<file path="config.mk">
export PLATFORM = sky130hd
export DESIGN_NAME = mpfb_rmw
export DESIGN_NICKNAME = d
export VERILOG_FILES = /design/src/rtl/mpfb_pkg.sv /design/src/rtl/mpfb_rmw.sv
export SDC_FILE = /design/constraint.sdc
export NUM_CORES = 1
export LEC_CHECK = 0
export BUFFER_PORTS_ARGS = -buffer_cell sky130_fd_sc_hd__buf_2
export CAP_MARGIN = 20
export CORE_ASPECT_RATIO = 0.5
export CORE_MARGIN = 2
export CORE_UTILIZATION = 23
export CTS_CLUSTER_DIAMETER = 60
export DETAILED_ROUTE_END_ITERATION = 6
export HOLD_SLACK_MARGIN = 0.08
export MAX_ROUTING_LAYER = met4
export PLACE_DENSITY = 0.62
export SYNTH_ARGS = -nofsm -noshare
export SYNTH_HDL_FRONTEND = slang
export SYNTH_SLANG_ARGS = --single-unit
</file>
<file path="constraint.sdc">
create_clock -name aclk -period 1.16 [get_ports aclk]
set_clock_uncertainty 0.15 [all_clocks]
set_input_delay 0.058 -clock aclk [delete_from_list [all_inputs] [get_ports aclk]]
set_output_delay 0.058 -clock aclk [all_outputs]
set_load 0.05 [all_outputs]
</file>
<file path="src/rtl/mpfb_pkg.sv">
// ----------------------------------------------------------------------------
// mpfb_pkg
// Shared types and constants of the page framebuffer draw unit.
// ----------------------------------------------------------------------------
`timescale 1ns / 1ps
`default_nettype none

package mpfb_pkg;

    // widest store address (256 columns x 32 pages)
    localparam int ADDR_MAX_W = 13;
    // width used to compare byte indexes against the store size
    localparam int IDX_EXT_W  = 14;
    // y to page shift: eight rows per byte
    localparam int PAGE_SHIFT = 3;

    // s_tdata layout, lowest bit first
    localparam int S_TDATA_W  = 80;
    localparam int F_X_LSB    = 0;
    localparam int F_Y_LSB    = 8;
    localparam int F_XE_LSB   = 16;
    localparam int F_YE_LSB   = 24;
    localparam int F_COL_LSB  = 32;
    localparam int F_PAGE_LSB = 40;
    localparam int F_BITS_LSB = 45;
    localparam int F_GW_LSB   = 53;
    localparam int F_GH_LSB   = 61;
    localparam int F_RIDX_LSB = 69;

    typedef enum logic [1:0] {
        KIND_PIXEL = 2'd0,
        KIND_RECT  = 2'd1,
        KIND_GLYPH = 2'd2,
        KIND_READ  = 2'd3
    } item_kind_t;

    typedef enum logic [2:0] {
        ST_CLEAR,
        ST_IDLE,
        ST_ISSUE,
        ST_WB,
        ST_HOLD
    } state_t;

    typedef enum logic [1:0] {
        OP_NONE,
        OP_READ,
        OP_DRAW,
        OP_CLEAR
    } op_kind_t;

    // one store access, issued as a read; writes follow in the next cycle
    typedef struct packed {
        op_kind_t                kind;
        logic [ADDR_MAX_W-1:0]   addr;
        logic [7:0]              mask;
    } op_t;

    // store write port
    typedef struct packed {
        logic                    en;
        logic [ADDR_MAX_W-1:0]   addr;
        logic [7:0]              data;
    } wr_t;

    // result register control
    typedef struct packed {
        logic load_out;
        logic load_hold;
        logic from_hold;
    } ctl_t;

endpackage

`default_nettype wire

</file>
<file path="src/rtl/mpfb_rmw.sv">
// ----------------------------------------------------------------------------
// mpfb_rmw
// Modify and write-back stage: merges the pixel mask into the byte read in the
// cycle before, writes clear-pass zeros, and returns read data.
// ----------------------------------------------------------------------------
`timescale 1ns / 1ps
`default_nettype none

module mpfb_rmw (
    input  wire logic          aclk,
    input  wire logic          aresetn,
    input  wire mpfb_pkg::op_t op_in,
    input  wire logic [7:0]    rd_data,
    input  wire logic          draw_color,
    output mpfb_pkg::wr_t      wr,
    output logic      [7:0]    res_data
);

    import mpfb_pkg::*;

    op_kind_t              stage_kind_reg;
    logic [ADDR_MAX_W-1:0] stage_addr_reg;
    logic [7:0]            stage_mask_reg;

    // stage register, lines up with the RAM read latency
    always_ff @(posedge aclk) begin
        if (!aresetn) begin
            stage_kind_reg <= OP_NONE;
        end else begin
            stage_kind_reg <= op_in.kind;
        end
    end

    always_ff @(posedge aclk) begin
        stage_addr_reg <= op_in.addr;
        stage_mask_reg <= op_in.mask;
    end

    // merge and write back
    always_comb begin
        wr.en    = 1'b0;
        wr.addr  = stage_addr_reg;
        wr.data  = '0;
        res_data = '0;
        case (stage_kind_reg)
            OP_DRAW: begin
                wr.en   = 1'b1;
                wr.data = draw_color ? (rd_data | stage_mask_reg)
                                     : (rd_data & ~stage_mask_reg);
            end
            OP_CLEAR: begin
                wr.en = 1'b1;
            end
            OP_READ: begin
                res_data = rd_data;
            end
            default: begin
            end
        endcase
    end

endmodule

`default_nettype wire

</file>
Word level (Yosys, flattened, before mapping)
Cells that the tools add are included.
W data, S select, Z words.

storage, ports and cells
  input bits = 34
  bits in registers = 23

cells by class
  bitwise gates (word level) = 3
  muxes and demuxes = 4
  equality and inequality tests = 3
  reduce and logical (&&, ||, !) cells = 1

operator list
  kind                  count
  $mux W8               3
  $and A8 B8 Y8         1
  $not A8 Y8            1
  $or A8 B8 Y8          1
  $eq A2 B2 Y1 const B  2
  $eq A2 B1 Y1 const B  1
  $reduce_or A2 Y1      1
  $mux W1               1

Depth between registers and ports, before layout
Gate-level depths: netlist of run 1.

  depth in word-level cells = 4
  mapped depth = 3

Least setup slack after synthesis of run 1
No wires, ideal clock.

  path kind = register to output
  from = reg stage_kind_reg[0]
  to = out wr[0] (netlist bit)
  path slack = -0.264 ns
  stages on the path, launching flop included = 4
  buffers on the path = 1
  data arrival time = 1.216 ns
  data required time = 0.952 ns
  cell sequence = dfxtp_1 -> nand2b_1 -> buf_2 -> nor2_1

RTL lines
  element                   line            text
  start: declaration        mpfb_rmw.sv:21  op_kind_t stage_kind_reg;
  start signal: assignment  mpfb_rmw.sv:30  stage_kind_reg <= op_in.kind;
  end: declaration          mpfb_rmw.sv:15  output mpfb_pkg::wr_t wr,

Final worst setup path of run 1
  from = reg stage_kind_reg[1]
  to = out res_data[4]

between the ends
  word-level cells in the longest chain between the ends = 2

RTL lines
  element           line            text
  $eq A2 B1 Y1      mpfb_rmw.sv:45  case (stage_kind_reg)
  $mux W8           mpfb_rmw.sv:45
  end: declaration  mpfb_rmw.sv:16  output logic [7:0] res_data

No other way between the ends.

==> run_results.csv, run 1 <==
group,metric,value,unit
logic_synthesis,synth_top_area_cell,"dfxtp_1",
logic_synthesis,postSynthCellCount,54,
global_route,met2_usage,0.2790,
sta,report.final.slew_viol_count,0,
drt,wirelength,2.708,mm
global_route,grt-ovfl-total,0,
clock_network,post_cts_buffers,0,
critical_path,arrival,1.21,ns
global_route,gr-usage-all-layers,0.1564,
logic_synthesis,synth.area.top_cells,"dfxtp_1, mux2i_1, and2_1, nor2_1, nor2b_2",
critical_path,critPathRequiredTime,0.95,ns
global_route,grt_max_degree,15,
die,core,0.002668,mm²
critical_path,cp-end-kind,"output port",
placement,routabilityCongestion,0.7473,
logic_synthesis,avgSynthCellArea,12.26,µm²
logic_synthesis,ys.flop_type,"dfxtp_1",
pwr,power_per_cell_area,1180,mW/mm²
clock_network,clock-sinks,23,
sta,fin_ws,-0.2562,ns
die,rows,13,
clock_network,clk_pin_slew,0.08,ns
placement,dp_hpwl,1.466,mm
critical_path,crit_family,"simple AND/OR/NAND/NOR gates",
logic_synthesis,synth.most_common_cell,"dfxtp_1",
die,fp.dieArea,0.003349,mm²
critical_path,worst-path-max-fanout,8,
global_route,antenna_found_initial,0,
layout,area_growth,136.9,%
logic_synthesis,synth_common_cells,"dfxtp_1, and2_1, mux2i_1, nor2_1",
drt,drc_errors,0,
global_route,grtUsageMet1,0.1618,
sta,rsz0062_at_grt,"true",
logic_synthesis,ys_warn_count,0,
layout,largest_reg_flops,13,
sta,fin_crit_sh,1.221,
logic_synthesis,synth_edf_count,0,
critical_path,crit_chain,"nor2b_4, and2_1, buf_6",
layout,seqCellArea,466.7,µm²
run,drv_cap,0,
die,die_width,79.87,µm
clock_network,clk_path_buf_depth,2,
layout,multi_input_area,289.0,µm²
die,num_io_pins,64,
sta,hold_ws,0.2637,ns
sta,setup_viol,16,
critical_path,max_stage_delay,0.37,ns
drt,via_count,711,
sta,finalCriticalPeriod,1.416,ns
critical_path,cp_slowest_cell,"dfxtp_4",
logic_synthesis,synth_top_area_share,0.6957,
pwr,leakage,0.7262,nW
pwr,finalPower,1.850,mW
outcome,failed_checks,"negative setup slack",
layout,n_fill_cell,202,
clock_network,cts_buffers,3,
placement,numPortBuffers,63,
drt,wl_per_cell,15.04,µm
global_route,use_met3,0.03913,
global_route,busiest_layer,"met2",
drt,dr.pass1.iters,4,
die,initial_core_util,0.2481,
layout,n_antenna_cell,0,
logic_synthesis,yosysSeqAreaShare,0.6957,
drt,drtAntennaViolNets,0,
critical_path,startpoint_type,"register",
critical_path,crit_buf_inv,1,
sta,tns,-3.288,ns
min_path,hold_path_class,"input pin to register",
sta,max_freq,706.1,MHz
sta,hold_viol_final,0,
clock_network,cts_tree,"done",
drt,viasPerCell,3.950,
sta,worst-slew-pin-transition,0.2726,ns
layout,layout.nets,178,
die,die_h,41.94,µm
pwr,peakVddDrop,0.7397,mV
logic_synthesis,ys_ff_latch,23,
logic_synthesis,synth_nets,88,
global_route,grt_pass1_vias,751,
drt,first_iter_violations,20,
logic_synthesis,netlist_area,661.9,µm²
logic_synthesis,async_reset_ff_frac,0,
global_route,grt_pass1_wl,3.781,mm
clock_network,cts_max_level,1,
clock_network,root_buffer,"clkbuf_8",
layout,finish.utilization,0.5877,
critical_path,worst-setup-path-type,"register to output port",
sta,slew_headroom,0.8130,
logic_synthesis,synth_cell_types,9,
layout,layout-drive-gt1-share,0.6294,
outcome,status,"finished with violations",
final cells by class:
class                   count  share of cell area
clock buffers               3             0.02634
clock inverters             1            0.004789
multi-input cells          28              0.1844
flip-flops and latches     23              0.2977
well taps                  37             0.02953
repair buffers             88              0.4573
path summary, 6_finish.rpt:
path / start / to / cells after the start
hold / removal: op_in[14] / stage_addr_reg[6] / 2
setup / recovery: stage_kind_reg[1] / res_data[4] / 3
cell usage in the layout, fill, tap and decap left out:
cell type,synthesis,routed
nor2b_4,0,1
buf_2,1,47
nand2b_4,0,1
dfxtp_1,23,20
buf_6,0,5
buf_12,0,1
dlygate4sd3_1,0,24
nor2_4,0,8
and2_4,0,4
mux2i_1,8,3
dfxtp_2,0,2
and2_1,10,6
mux2i_2,0,5
dfxtp_4,0,1
clkbuf_8,0,3
clkinvlp_4,0,1
buf_8,0,11
stage by stage:
stage / instance area [µm²] / worst slack, ns / std cells
after floorplan: 681.9 / -0.07632 / 54
after global placement: 1037 / 0.0001965 / 152
after detailed placement: 1037 / -0.001813 / 152
after CTS: 1519 / -0.1748 / 180
after global routing: 1568 / -0.3348 / 180
final: 1568 / -0.2562 / 180
power breakdown:
| group | internal [mW] | switching (mW) | total, mW |
|---|---|---|---|
| combinational | 0.211 | 0.281 | 0.492 |
| sequential | 0.832 | 0.0194 | 0.851 |
| clock | 0.244 | 0.263 | 0.506 |
routing by layer:
layer  share of wire  wire length, µm
met4           0.054              147
met5               0                0
met3           0.023               62
met2            0.55             1491
met1            0.37             1006
kinds of logic (layout without fill, tap and decap cells):
kind of cell	after synthesis	after routing	synth area share
DFF	23	23	0.6956
and+or+nand+nor	20	20	0.1626
muxes	8	8	0.1210
buffers and inverters	3	92	0.02077
what timing repair did:
action / 4_1_cts / 5_1_grt
hold endpoints to repair: 23 / 0
cloned: 0 / 0
hold buffers: 24 / 0
pin swaps: 8 / 3
endpoints found under the setup margin: 16 / 16
resized for setup: 54 / 15
(Power assumes the default switching activity.)
==> inputs of run 2 (changes only) <==
--- a/config.mk
+++ b/config.mk
@@ -14,7 +14,6 @@
 export DETAILED_ROUTE_END_ITERATION = 6
 export HOLD_SLACK_MARGIN = 0.08
 export MAX_ROUTING_LAYER = met4
-export PLACE_DENSITY = 0.62
 export SYNTH_ARGS = -nofsm -noshare
 export SYNTH_HDL_FRONTEND = slang
 export SYNTH_SLANG_ARGS = --single-unit
==> run 2 against run 1 <==
Against the previous run: the run still ends with negative setup slack left; sequential cell count unchanged; count of clock-buffer cells in the layout unchanged; routed wire length decreased by 11%; maximum frequency increased by 3.8%.
==> run_results.csv, run 2 (synthesized netlist as in run 1, its figures left out) <==
group,metric,value,unit
outcome,status,"finished with violations",
outcome,failed_checks,"negative setup slack",
sta,tns,-2.852,ns
drt,viasPerCell,3.901,
global_route,grt_max_degree,15,
placement,numPortBuffers,63,
placement,dp_hpwl,1.394,mm
layout,area_growth,133.1,%
global_route,grt_pass1_vias,753,
die,die_h,41.94,µm
critical_path,max_stage_delay,0.36,ns
layout,largest_reg_flops,13,
critical_path,worst-path-max-fanout,8,
drt,drc_errors,0,
sta,setup_viol,16,
critical_path,crit_chain,"nor2b_4, and2_1, buf_6",
critical_path,arrival,1.16,ns
sta,fin_ws,-0.2049,ns
run,drv_cap,0,
global_route,grt-ovfl-total,0,
drt,first_iter_violations,26,
clock_network,clk_pin_slew,0.08,ns
sta,hold_viol_final,0,
layout,mostFrequentLayoutCells,"buf_2, dlygate4sd3_1, dfxtp_1",
global_route,gr-usage-all-layers,0.1486,
clock_network,clock-sinks,23,
drt,dr.pass1.iters,4,
clock_network,root_buffer,"clkbuf_8",
critical_path,crit_family,"simple AND/OR/NAND/NOR gates",
global_route,antenna_found_initial,0,
pwr,power_per_cell_area,1186,mW/mm²
sta,report.final.slew_viol_count,0,
layout,final_common_cell,"buf_2",
layout,n_fill_cell,204,
critical_path,critPathRequiredTime,0.95,ns
critical_path,cp_slowest_cell,"dfxtp_2",
layout,layout-drive-gt1-share,0.5972,
clock_network,cts_buffers,3,
global_route,grt_pass1_wl,3.677,mm
sta,fin_crit_sh,1.177,
die,die_width,79.87,µm
critical_path,crit_buf_inv,1,
clock_network,cts_tree,"done",
min_path,hold_path_class,"input pin to register",
critical_path,startpoint_type,"register",
layout,n_antenna_cell,0,
layout,layout.nets,179,
sta,worst-slew-pin-transition,0.2553,ns
drt,via_count,706,
die,initial_core_util,0.2481,
critical_path,cp-end-kind,"output port",
clock_network,cts_max_level,1,
die,rows,13,
sta,finalCriticalPeriod,1.365,ns
clock_network,clk_path_buf_depth,2,
sta,slew_headroom,0.8249,
drt,wirelength,2.404,mm
die,fp.dieArea,0.003349,mm²
sta,max_freq,732.6,MHz
die,core,0.002668,mm²
pwr,peakVddDrop,0.7536,mV
die,num_io_pins,64,
critical_path,worst-setup-path-type,"register to output port",
pwr,leakage,0.7207,nW
drt,wl_per_cell,13.28,µm
sta,rsz0062_at_grt,"true",
drt,drtAntennaViolNets,0,
pwr,finalPower,1.829,mW
placement,routabilityCongestion,0.7142,
-- run 2: cell types whose count changed in the layout (fill, tap and decap cells not counted) --
cell      delta
buf_6        +6
and2_1       +3
dfxtp_1      +1
buf_12       -1
mux2i_2      -1
and2_4       -3
buf_8        -4
mux2i_1      +1
buf_2        -1
dfxtp_4      -1
clkbuf_4     +1
-- run 2: per-layer routing --
metal  vias to the layer above  wire [µm]  global-route usage
li1                        348          -                   -
met1                       346        985              0.1627
met2                         8       1334              0.2723
met3                         4         43             0.03478
met4                         0         40             0.04068
met5                         -          0                   -
-- run 2: area by class of cell --
type,count,area [µm²],share of cell area
tap,37,46.29,0.03001
sequential,23,462.9,0.3001
multi-input combinational,28,277.8,0.1800
timing repair buffer,89,706.9,0.4582
clock inverter,1,7.507,0.004866
clock buffer,3,41.29,0.02676
-- run 2: report_power, final --
| group | internal (mW) | total [mW] | leakage (nW) | switching (mW) |
|---|---|---|---|---|
| registers | 0.833 | 0.851 | 0.194 | 0.0182 |
| clock network | 0.243 | 0.503 | 0.0217 | 0.260 |
| logic | 0.204 | 0.476 | 0.505 | 0.272 |
-- run 2: worst paths after layout --
kind,startpoint,end,slack [ns],cells after the start
max,stage_kind_reg[1],res_data[5],-0.20,3
min,op_in[17],stage_addr_reg[9],0.27,2
-- run 2: stage by stage --
stage	hold slack (ns)	cell area [µm²]	util	worst slack (ns)	std cells
after floorplan	-0.06428	681.9	-	-0.07632	54
final	0.2707	1543	0.5783	-0.2049	181
after detailed placement	0.01161	1045	0.3917	-0.02770	153
after global routing	0.2756	1543	0.5783	-0.2633	181
after global placement	0.01096	1045	0.3917	-0.009336	153
after CTS	0.2600	1523	0.5708	-0.1830	181
-- run 2: what timing repair did --
item,CTS,global route
buffers inserted,0,0
endpoints found under the hold margin,23,0
gates resized for setup,53,6
pin swaps,8,0
setup endpoints to repair,16,17
hold buffers,24,0
