===== src/rtl/mpfb_pkg.sv =====
// ----------------------------------------------------------------------------
// mpfb_pkg
// Shared types and constants of the page framebuffer draw unit.
// ----------------------------------------------------------------------------
`timescale 1ns / 1ps
`default_nettype none

package mpfb_pkg;

    // widest store address (256 columns x 32 pages)
    localparam int ADDR_MAX_W = 13;
    // width used to compare byte indexes against the store size
    localparam int IDX_EXT_W  = 14;
    // y to page shift: eight rows per byte
    localparam int PAGE_SHIFT = 3;

    // s_tdata layout, lowest bit first
    localparam int S_TDATA_W  = 80;
    localparam int F_X_LSB    = 0;
    localparam int F_Y_LSB    = 8;
    localparam int F_XE_LSB   = 16;
    localparam int F_YE_LSB   = 24;
    localparam int F_COL_LSB  = 32;
    localparam int F_PAGE_LSB = 40;
    localparam int F_BITS_LSB = 45;
    localparam int F_GW_LSB   = 53;
    localparam int F_GH_LSB   = 61;
    localparam int F_RIDX_LSB = 69;

    typedef enum logic [1:0] {
        KIND_PIXEL = 2'd0,
        KIND_RECT  = 2'd1,
        KIND_GLYPH = 2'd2,
        KIND_READ  = 2'd3
    } item_kind_t;

    typedef enum logic [2:0] {
        ST_CLEAR,
        ST_IDLE,
        ST_ISSUE,
        ST_WB,
        ST_HOLD
    } state_t;

    typedef enum logic [1:0] {
        OP_NONE,
        OP_READ,
        OP_DRAW,
        OP_CLEAR
    } op_kind_t;

    // one store access, issued as a read; writes follow in the next cycle
    typedef struct packed {
        op_kind_t                kind;
        logic [ADDR_MAX_W-1:0]   addr;
        logic [7:0]              mask;
    } op_t;

    // store write port
    typedef struct packed {
        logic                    en;
        logic [ADDR_MAX_W-1:0]   addr;
        logic [7:0]              data;
    } wr_t;

    // result register control
    typedef struct packed {
        logic load_out;
        logic load_hold;
        logic from_hold;
    } ctl_t;

endpackage

`default_nettype wire


===== src/rtl/mpfb_seq.sv =====
// ----------------------------------------------------------------------------
// mpfb_seq
// Item sequencer: clears the store after reset, takes items and issues one
// byte access per cycle (address plus pixel mask) into the store pipeline.
// ----------------------------------------------------------------------------
`timescale 1ns / 1ps
`default_nettype none

module mpfb_seq #(
    parameter int WIDTH  = 128,
    parameter int HEIGHT = 64
) (
    input  wire logic                               aclk,
    input  wire logic                               aresetn,
    input  wire logic                               s_tvalid,
    output logic                                    s_tready,
    input  wire logic [mpfb_pkg::S_TDATA_W-1:0]     s_tdata,
    input  wire logic [1:0]                         s_tuser,
    input  wire logic                               out_free,
    output mpfb_pkg::op_t                           op,
    output mpfb_pkg::ctl_t                          ctl
);

    import mpfb_pkg::*;

    localparam int PAGES    = (HEIGHT + 7) / 8;
    localparam int FB_BYTES = WIDTH * PAGES;
    localparam int ADDR_W   = $clog2(FB_BYTES);

    localparam logic [8:0]            WIDTH_V    = 9'(WIDTH);
    localparam logic [8:0]            HEIGHT_V   = 9'(HEIGHT);
    localparam logic [7:0]            X_MAX      = 8'(WIDTH - 1);
    localparam logic [7:0]            Y_MAX      = 8'(HEIGHT - 1);
    localparam logic [ADDR_W-1:0]     CLR_LAST   = ADDR_W'(FB_BYTES - 1);
    localparam logic [IDX_EXT_W-1:0]  FB_BYTES_V = IDX_EXT_W'(FB_BYTES);

    state_t state_reg, state_next;

    // input fields
    item_kind_t in_kind;
    logic [7:0] in_x, in_y, in_xe, in_ye, in_col, in_bits, in_gw, in_gh;
    logic [4:0] in_page;
    logic [9:0] in_ridx;
    logic       accept;

    assign in_kind = item_kind_t'(s_tuser);
    assign in_x    = s_tdata[F_X_LSB    +: 8];
    assign in_y    = s_tdata[F_Y_LSB    +: 8];
    assign in_xe   = s_tdata[F_XE_LSB   +: 8];
    assign in_ye   = s_tdata[F_YE_LSB   +: 8];
    assign in_col  = s_tdata[F_COL_LSB  +: 8];
    assign in_page = s_tdata[F_PAGE_LSB +: 5];
    assign in_bits = s_tdata[F_BITS_LSB +: 8];
    assign in_gw   = s_tdata[F_GW_LSB   +: 8];
    assign in_gh   = s_tdata[F_GH_LSB   +: 8];
    assign in_ridx = s_tdata[F_RIDX_LSB +: 10];
    assign accept  = s_tvalid && s_tready;

    // item registers
    item_kind_t  kind_reg;
    logic [7:0]  cur_col_reg, first_col_reg, last_col_reg;
    logic [4:0]  cur_pg_reg, last_pg_reg;
    logic        empty_reg;
    logic [7:0]  lo_row_reg, hi_row_reg, gy_reg, gbits_reg, gh_reg;
    logic [4:0]  gpage_reg;
    logic [9:0]  ridx_reg;
    logic [ADDR_W-1:0] clr_cnt_reg;

    // ---------------------------------------------------------------------
    // Setup of the byte walk from the incoming item
    // ---------------------------------------------------------------------
    logic [7:0] rx1, ry1, rxl, ryl, gxt, gy;
    logic       r_empty, g_empty, rd_empty;
    logic [7:0] su_first_col, su_last_col;
    logic [4:0] su_first_pg, su_last_pg;
    logic       su_empty;

    always_comb begin
        // a pixel is a one-by-one rectangle
        rx1     = (in_kind == KIND_PIXEL) ? in_x : in_xe;
        ry1     = (in_kind == KIND_PIXEL) ? in_y : in_ye;
        r_empty = (in_x > rx1) || (in_y > ry1) ||
                  ({1'b0, in_x} >= WIDTH_V) || ({1'b0, in_y} >= HEIGHT_V);
        rxl     = ({1'b0, rx1} >= WIDTH_V)  ? X_MAX : rx1;
        ryl     = ({1'b0, ry1} >= HEIGHT_V) ? Y_MAX : ry1;
        // glyph target column and first row, both wrap at 256
        gxt     = in_x + in_col;
        gy      = in_y + (8'(in_page) << PAGE_SHIFT);
        g_empty = (in_col >= in_gw) || ({1'b0, gxt} >= WIDTH_V);
        rd_empty = {4'b0, in_ridx} >= FB_BYTES_V;

        su_first_col = in_x;
        su_last_col  = rxl;
        su_first_pg  = in_y[7:PAGE_SHIFT];
        su_last_pg   = ryl[7:PAGE_SHIFT];
        su_empty     = r_empty;
        case (in_kind)
            KIND_GLYPH: begin
                su_first_col = gxt;
                su_last_col  = gxt;
                su_first_pg  = gy[7:PAGE_SHIFT];
                su_last_pg   = gy[7:PAGE_SHIFT] + 5'd1;
                su_empty     = g_empty;
            end
            KIND_READ: begin
                su_first_col = '0;
                su_last_col  = '0;
                su_first_pg  = '0;
                su_last_pg   = '0;
                su_empty     = rd_empty;
            end
            default: begin
            end
        endcase
    end

    // ---------------------------------------------------------------------
    // Byte access for the current walk position
    // ---------------------------------------------------------------------
    logic [7:0]           mask_r, mask_g, row, boff;
    logic [IDX_EXT_W-1:0] pg_base, byte_addr;
    logic                 walk_last, issue_last;
    op_t                  issue_op;

    always_comb begin
        row  = '0;
        boff = '0;
        for (int t = 0; t < 8; t++) begin
            row       = {cur_pg_reg, 3'(t)};
            boff      = row - gy_reg;
            mask_r[t] = ({1'b0, row} < HEIGHT_V) && (row >= lo_row_reg) &&
                        (row <= hi_row_reg);
            mask_g[t] = ({1'b0, row} < HEIGHT_V) && (boff[7:3] == 5'd0) &&
                        gbits_reg[boff[2:0]] && ({gpage_reg, boff[2:0]} < gh_reg);
        end
        pg_base   = IDX_EXT_W'(cur_pg_reg) * IDX_EXT_W'(WIDTH_V);
        byte_addr = pg_base + IDX_EXT_W'(cur_col_reg);
        walk_last = (cur_col_reg == last_col_reg) && (cur_pg_reg == last_pg_reg);

        issue_op.kind = OP_NONE;
        issue_op.addr = ADDR_MAX_W'(byte_addr);
        issue_op.mask = mask_r;
        issue_last    = walk_last || empty_reg;
        case (kind_reg)
            KIND_READ: begin
                issue_op.kind = empty_reg ? OP_NONE : OP_READ;
                issue_op.addr = ADDR_MAX_W'(ridx_reg);
                issue_last    = 1'b1;
            end
            KIND_GLYPH: begin
                issue_op.mask = mask_g;
                issue_op.kind = (!empty_reg && (mask_g != 8'd0)) ? OP_DRAW : OP_NONE;
            end
            default: begin
                issue_op.kind = (!empty_reg && (mask_r != 8'd0)) ? OP_DRAW : OP_NONE;
            end
        endcase
    end

    // ---------------------------------------------------------------------
    // Next state
    // ---------------------------------------------------------------------
    always_comb begin
        state_next = state_reg;
        case (state_reg)
            ST_CLEAR: begin
                if (clr_cnt_reg == CLR_LAST) begin
                    state_next = ST_IDLE;
                end
            end
            ST_IDLE: begin
                if (s_tvalid) begin
                    state_next = ST_ISSUE;
                end
            end
            ST_ISSUE: begin
                if (issue_last) begin
                    state_next = ST_WB;
                end
            end
            ST_WB, ST_HOLD: begin
                if (out_free) begin
                    state_next = s_tvalid ? ST_ISSUE : ST_IDLE;
                end else begin
                    state_next = ST_HOLD;
                end
            end
            default: state_next = ST_IDLE;
        endcase
    end

    // ---------------------------------------------------------------------
    // Outputs
    // ---------------------------------------------------------------------
    always_comb begin
        s_tready = 1'b0;
        ctl      = '0;
        op.kind  = OP_NONE;
        op.addr  = '0;
        op.mask  = '0;
        case (state_reg)
            ST_CLEAR: begin
                op.kind = OP_CLEAR;
                op.addr = ADDR_MAX_W'(clr_cnt_reg);
            end
            ST_IDLE: begin
                s_tready = 1'b1;
            end
            ST_ISSUE: begin
                op = issue_op;
            end
            ST_WB: begin
                s_tready      = out_free;
                ctl.load_out  = out_free;
                ctl.load_hold = !out_free;
            end
            ST_HOLD: begin
                s_tready      = out_free;
                ctl.load_out  = out_free;
                ctl.from_hold = 1'b1;
            end
            default: begin
            end
        endcase
    end

    // state and clear sweep
    always_ff @(posedge aclk) begin
        if (!aresetn) begin
            state_reg   <= ST_CLEAR;
            clr_cnt_reg <= '0;
        end else begin
            state_reg <= state_next;
            if (state_reg == ST_CLEAR) begin
                clr_cnt_reg <= clr_cnt_reg + ADDR_W'(1);
            end
        end
    end

    // item capture and walk advance
    always_ff @(posedge aclk) begin
        if (accept) begin
            kind_reg      <= in_kind;
            cur_col_reg   <= su_first_col;
            first_col_reg <= su_first_col;
            last_col_reg  <= su_last_col;
            cur_pg_reg    <= su_first_pg;
            last_pg_reg   <= su_last_pg;
            empty_reg     <= su_empty;
            lo_row_reg    <= in_y;
            hi_row_reg    <= ry1;
            gy_reg        <= gy;
            gpage_reg     <= in_page;
            gbits_reg     <= in_bits;
            gh_reg        <= in_gh;
            ridx_reg      <= in_ridx;
        end else if (state_reg == ST_ISSUE) begin
            if (cur_col_reg == last_col_reg) begin
                cur_col_reg <= first_col_reg;
                cur_pg_reg  <= cur_pg_reg + 5'd1;
            end else begin
                cur_col_reg <= cur_col_reg + 8'd1;
            end
        end
    end

endmodule

`default_nettype wire


===== config.mk =====
export PLATFORM = sky130hd
export DESIGN_NAME = mpfb_seq
export DESIGN_NICKNAME = d
export VERILOG_FILES = /design/src/rtl/mpfb_pkg.sv /design/src/rtl/mpfb_seq.sv
export SDC_FILE = /design/constraint.sdc
export NUM_CORES = 1
export LEC_CHECK = 0
export ABC_AREA = 0
export BUFFER_PORTS_ARGS = -buffer_cell sky130_fd_sc_hd__buf_2
export CAP_MARGIN = 20
export CORE_AREA = 2 2 190 155
export DETAILED_ROUTE_END_ITERATION = 7
export DIE_AREA = 0 0 192 157
export PLACE_DENSITY = 0.45
export SLEW_MARGIN = 10
export SYNTH_ARGS = -nofsm -noshare
export SYNTH_HDL_FRONTEND = slang
export SYNTH_SLANG_ARGS = --single-unit

===== constraint.sdc =====
create_clock -name aclk -period 6.1 [get_ports aclk]
set_input_delay 0.915 -clock aclk [delete_from_list [all_inputs] [get_ports aclk]]
set_output_delay 0.915 -clock aclk [all_outputs]
set_load 0.03 [all_outputs]

# Yosys cells after proc, flatten, opt, wreduce, memory -nomap -nowiden
# Cells that the tools add are included.
[totals]
elab_cells = 211
output_inout_bits = 27
in_bits = 86
reg_bits = 105
[classes]
magnitude_cmp = 48
mux = 50
reduce_logical = 68
addsub = 15
n_eq_ne = 14
[op_table]
columns = ["operator", "n"]
rows = [
  ["greater-or-equal comparator 8 bit", 9],
  ["two-way mux 8 bit", 9],
  ["less-or-equal comparator 8 bit", 8],
  ["< comparator 8 x 7 -> 1 bit, second input constant", 8],
  ["< comparator 8 bit", 8],
  ["subtractor 8 bit", 8],
  ["logical AND 1 bit", 44],
  ["logical NOT 5 bit", 8],
  ["< comparator 3 x 4 -> 1 bit, second input constant", 8],
  ["case mux 8 bit (2 select lines)", 2],
  ["case mux 15 bit (2 select lines)", 1],
  ["binary-select mux 1 bit (select 3 bit)", 8],
  ["greater-or-equal comparator 8 bit, second input constant", 3],
  ["case mux 5 bit (2 select lines)", 2],
  ["adder 8 bit", 2],
  ["greater-or-equal comparator 8 x 7 -> 1 bit, second input constant", 2],
  ["> comparator 8 bit", 2],
  ["nonzero test 8 bit", 2],
  ["two-way mux 5 bit", 3],
  ["adder 12 x 8 -> 13 bit", 1],
  ["two-way mux 1 bit", 13],
  ["two-way mux 13 bit", 1],
  ["two-way mux 3 bit", 4],
  ["case mux 3 bit (4 select lines)", 1],
  ["other kinds (22)", 38],
]

# Depth between registers and ports, before layout
[depth]
ltp_word = 10
mapped_depth = 13
depth_no_buf = 11

# Worst setup path after synthesis
# Ideal clock, no wire load.
[synth_path]
kind = "input to register"
startpoint = "input port out_free"
endpoint = "register cur_col_reg[3], data pin"
setup_time_ns = 0.376
slack_ns = 1.454
t_arrival_ns = 4.270
required_time_ns = 5.724
stages = 6
n_path_buf = 1
path_cell_list = "nand2b_1 -> a32o_1 -> nand2_1 -> inv_1 -> buf_1 -> o21ai_0"
[synth_between]
elab_chain_len = 3
[synth_lines]
columns = ["element", "line", "rtl"]
rows = [
  ["from (decl)", "mpfb_seq.sv:19", "input wire logic out_free,"],
  ["case mux 1 bit (2 select lines)", "mpfb_seq.sv:201", "case (state_reg)"],
  ["via s_tready", "mpfb_seq.sv:16", "output logic s_tready,"],
  ["logical AND 1 bit", "mpfb_seq.sv:57", "assign accept = s_tvalid && s_tready;"],
  ["via accept", "mpfb_seq.sv:44", "logic accept;"],
  ["two-way mux 8 bit", "mpfb_seq.sv:242", "if (accept) begin"],
  ["to (signal assigned)", "mpfb_seq.sv:244", "cur_col_reg <= su_first_col;"],
  ["to (signal assigned)", "mpfb_seq.sv:259", "cur_col_reg <= first_col_reg;"],
  ["to (signal assigned)", "mpfb_seq.sv:262", "cur_col_reg <= cur_col_reg + 8'd1;"],
  ["to (decl)", "mpfb_seq.sv:61", "logic [7:0] cur_col_reg, first_col_reg, last_col_reg;"],
]
# The timed path passes the listed nets, and every way through them passes these cells.
# A chain may end at the register's enable or synchronous reset.

==> summary.md <==
| Metric | Value |
|---|---|
| Port bufs | roughly 110 |
| Primary FF master, synth | edfxtp_1 |
| Mapped Area | 8340 sq um |
| Ant diodes | 0 |
| Worst setup SP type | register |
| Crit path kind | reg -> out |
| First-pass GRT wire length | between 30,000 and 40,000 um |
| Synth area leaders | edfxtp_1, ha_1, mux2i_1, xnor2_1, o21ai_0 |
| DPL Wire Length | between 15,000 and 20,000 um |
| Slowest cell delay on critical path | around 640 ps |
| Setup-failing EPs final | 0 |
| Post-Route Utilization | 0.342 |
| Worst path slowest cell | nor4_1 |
| Yosys top cell area share | 0.320 |
| Wire length on met1 | approximately 13,000 um |
| I/O pin count | between 100 and 150 |
| Final hold violation count | 0 |
| Share of layout cells above drive strength 1 | 0.155 |
| Die X | about 190 um |
| Number of max-cap violations | 0 |
| Clock Path Buffers | 2 |
| # DRC | 0 |
| Pwr/cell area | 273 nW/um^2 |
| Die ar. | approximately 30,000 sq um |
| Hold_buf cts | 0 |
| Initial DRC count | between 500 and 600 |
| Met3 wire len | 1080 um |
| Async S/R FF share, synth | 0 |
| Normalized max-slew margin | 0.374 |
| Hold/Removal Path Class | reg -> reg |
| Placer's final routability congestion estimate | around 0.84 |
| Number of synthesized flops with an enable pin | slightly below 90 |
| CTS tree | built |
| Mapped Cells | between 900 and 1,000 |
| Reg2Reg Depth | 9 |
| Synth warn | 0 |
| Seq/Total Area, Yosys | 0.352 |
| Post-Syn Nets | between 1,000 and 1,500 |
| DP Area | between 9000 and 10,000 sq um |
| Avg Cell Area, Syn | approximately 9.2 sq um |
| Fill cells | roughly 3,000 |
| Worst-path fanout max | 20 |
| Period utilization | 0.852 |
| Total global routing overflow | 0 |
| First-pass detailed-route iteration total | 6 |
| Final Slew Violations | 0 |
| Cts bufs inserted | 9 |
| Post-route setup TNS | 0 ps |
| RSZ-0062 raised after global routing | false |
| Post-DR vias/cell | between 4 and 5 |
| H-tree Lvls | 3 |
| Clk sinks | around 100 |
| Dominant cell type by area after synthesis | edfxtp_1 |
| Initial core utilization | 0.297 |
| R2r setup slk | 2860 ps |
| Hold depth | 2 |
| Crit path time final | 5200 ps |
| CP required | just over 5000 ps |
| Routed vias | slightly below 7,000 |
| Final wirelength | 23,500 um |
| Die height | between 150 and 200 um |
| Maximum vdd drop | 128 uV |
| Later-pin clock latency in the skew report | 350 ps |
| Status | finished clean |
| Launching point of the worst reg2reg path | state_reg[1] |
| Min-delay src | clr_cnt_reg[6] |
| Lkg Pwr | between 0.003 and 0.004 uW |
| Cell chain of the critical path | inv_1 > ha_1 > ha_1 > nor2b_1 > or4_1 > a21boi_0 > o22ai_1 > nor4_1 > nor4_1 > nand4_1 > a31o_1 > buf_2 |
| Setup Fix Bufs, Post-CTS | 0 |
| CP arrival | between 4000 and 5000 ps |
| Met2 wire len | between 9000 and 10,000 um |
| Seq cells post-synth | 102 |
| CTS root buf | clkbuf_16 |
| Reg2reg end | cur_pg_reg[1] |
| Clock skew | about 12 ps |
| Maximum operating frequency | slightly below 0.2 GHz |
| GR Util All Layers | 0.159 |
| Core area | roughly 28,000 sq um |
| Antenna violations before repair | 0 |
| Number of global-route vias before repair | ~6,400 |
| Unique masters post-synth | 65 |
| Pin count of the biggest net entering global routing | 51 |
| Row cnt | 55 |
| Final #Nets | between 1,000 and 1,500 |
| Area delta synth->final | 15.1% |
| Worst Setup End Kind | primary output |
| DR WL/cell | approximately 17 um |
| Final Cell Area | 9600 sq um |
| WHS Endpoint | clr_cnt_reg[6] |
| Worst slew pin tran | 934 ps |
| Highest routed layer | met4 |
| Post-DRT Antenna Nets | 0 |
| Clock slew at reported path FFs | approximately 70 ps |
| Post_cts resized | 0 |
-- through the flow --
| stage | power, uW | hold WS, ps | instances | setup WS, ps |
|---|---|---|---|---|
| finish | 2630 | 524 | 1374 | 900 |
| global route | 2810 | 567 | 1374 | 651 |
| CTS | 2650 | 522 | 1374 | 900 |
| detailed placement | 2010 | 501 | 1359 | 1300 |
| global placement | 2000 | 494 | 1359 | 1350 |
| floorplan | 1710 | 473 | 904 | 1450 |
-- power breakdown --
part / total, uW / leakage [uW] / switching (uW) / internal, uW
logic: 1020 / 0.00291 / 636 / 383
registers: 969 / 0.000914 / 85.8 / 883
clock network: 637 / 0.000157 / 275 / 362
-- Yosys cell counts, drive strengths merged, types with 14 or more instances --
library cell,number
nor2b,16
a21oi,55
ha,86
nor2,70
edfxtp,89
clkbuf,24
xnor2,43
xor2,28
o21ai,62
nor3,14
inv,60
nand2,76
a21o,15
nand3,29
mux2i,37
-- cell families (layout without fill, tap and decap cells) --
logic type / after synthesis / count (layout) / synth area share
buf+inv: 97 / 197 / 0.0457
fa+ha+maj: 89 / 89 / 0.136
mux: 50 / 50 / 0.0646
compound gates: 213 / 213 / 0.159
flops: 102 / 102 / 0.352
simple gates: 282 / 282 / 0.166
xor+xnor: 71 / 71 / 0.0763
-- how the worst max path moves through the flow --
| stage | start | end |
|---|---|---|
| 2_1_floorplan | out_free | cur_col_reg[3] |
| 3_3_place_gp | cur_pg_reg[0] | op[22] |
| 3_5_place_dp | cur_pg_reg[0] | op[22] |
| 4_1_cts | cur_pg_reg[0] | op[22] |
| 5_1_grt | cur_pg_reg[0] | op[22] |
| 6_report | cur_pg_reg[0] | op[22] |
-- layout make-up --
| type | count | area [sq um] | share of cell area |
|---|---|---|---|
| Clock buffer | 9 | 225 | 0.0234 |
| Clock inverter | 6 | 91.3 | 0.00951 |
| Multi-Input combinational cell | 705 | 5030 | 0.524 |
| Sequential cell | 102 | 2930 | 0.305 |
| Tap cell | 370 | 463 | 0.0482 |
| Timing Repair Buffer | 120 | 623 | 0.0649 |
| Inverter | 62 | 234 | 0.0244 |
-- critical path: cells and delay by family, from the launching register on --
kind,cells,cell delay [ps]
simple gates,5,1550
fa+ha+maj,2,950
flops,1,590
compound gates,3,430
buf+inv,2,400
-- layer usage --
metal | global-route usage | up-vias
met3 | 0.0210 | 10
met5 | 0 | -
met2 | 0.215 | 164
met1 | 0.261 | 3183
met4 | 0.0269 | 0
li1 | - | 3471
-- placed cells by master, fill, tap and decap left out, types with 11 or more instances in the layout --
cell type / synthesis / final
ha_1: 86 / 86
mux2_2: 11 / 11
nand2b_1: 11 / 11
dfxtp_1: 13 / 13
buf_2: 5 / 111
a21oi_1: 54 / 54
xnor2_1: 41 / 41
nor4_1: 13 / 13
nor2b_1: 16 / 16
nand2_1: 76 / 76
nor3_1: 14 / 13
mux2i_1: 37 / 37
inv_1: 60 / 59
and2_1: 12 / 12
edfxtp_1: 89 / 89
xor2_1: 28 / 28
nand3_1: 29 / 29
o21ai_0: 61 / 61
nor2_1: 70 / 69
a21o_1: 15 / 15
Power figures use the tool's default switching activity.
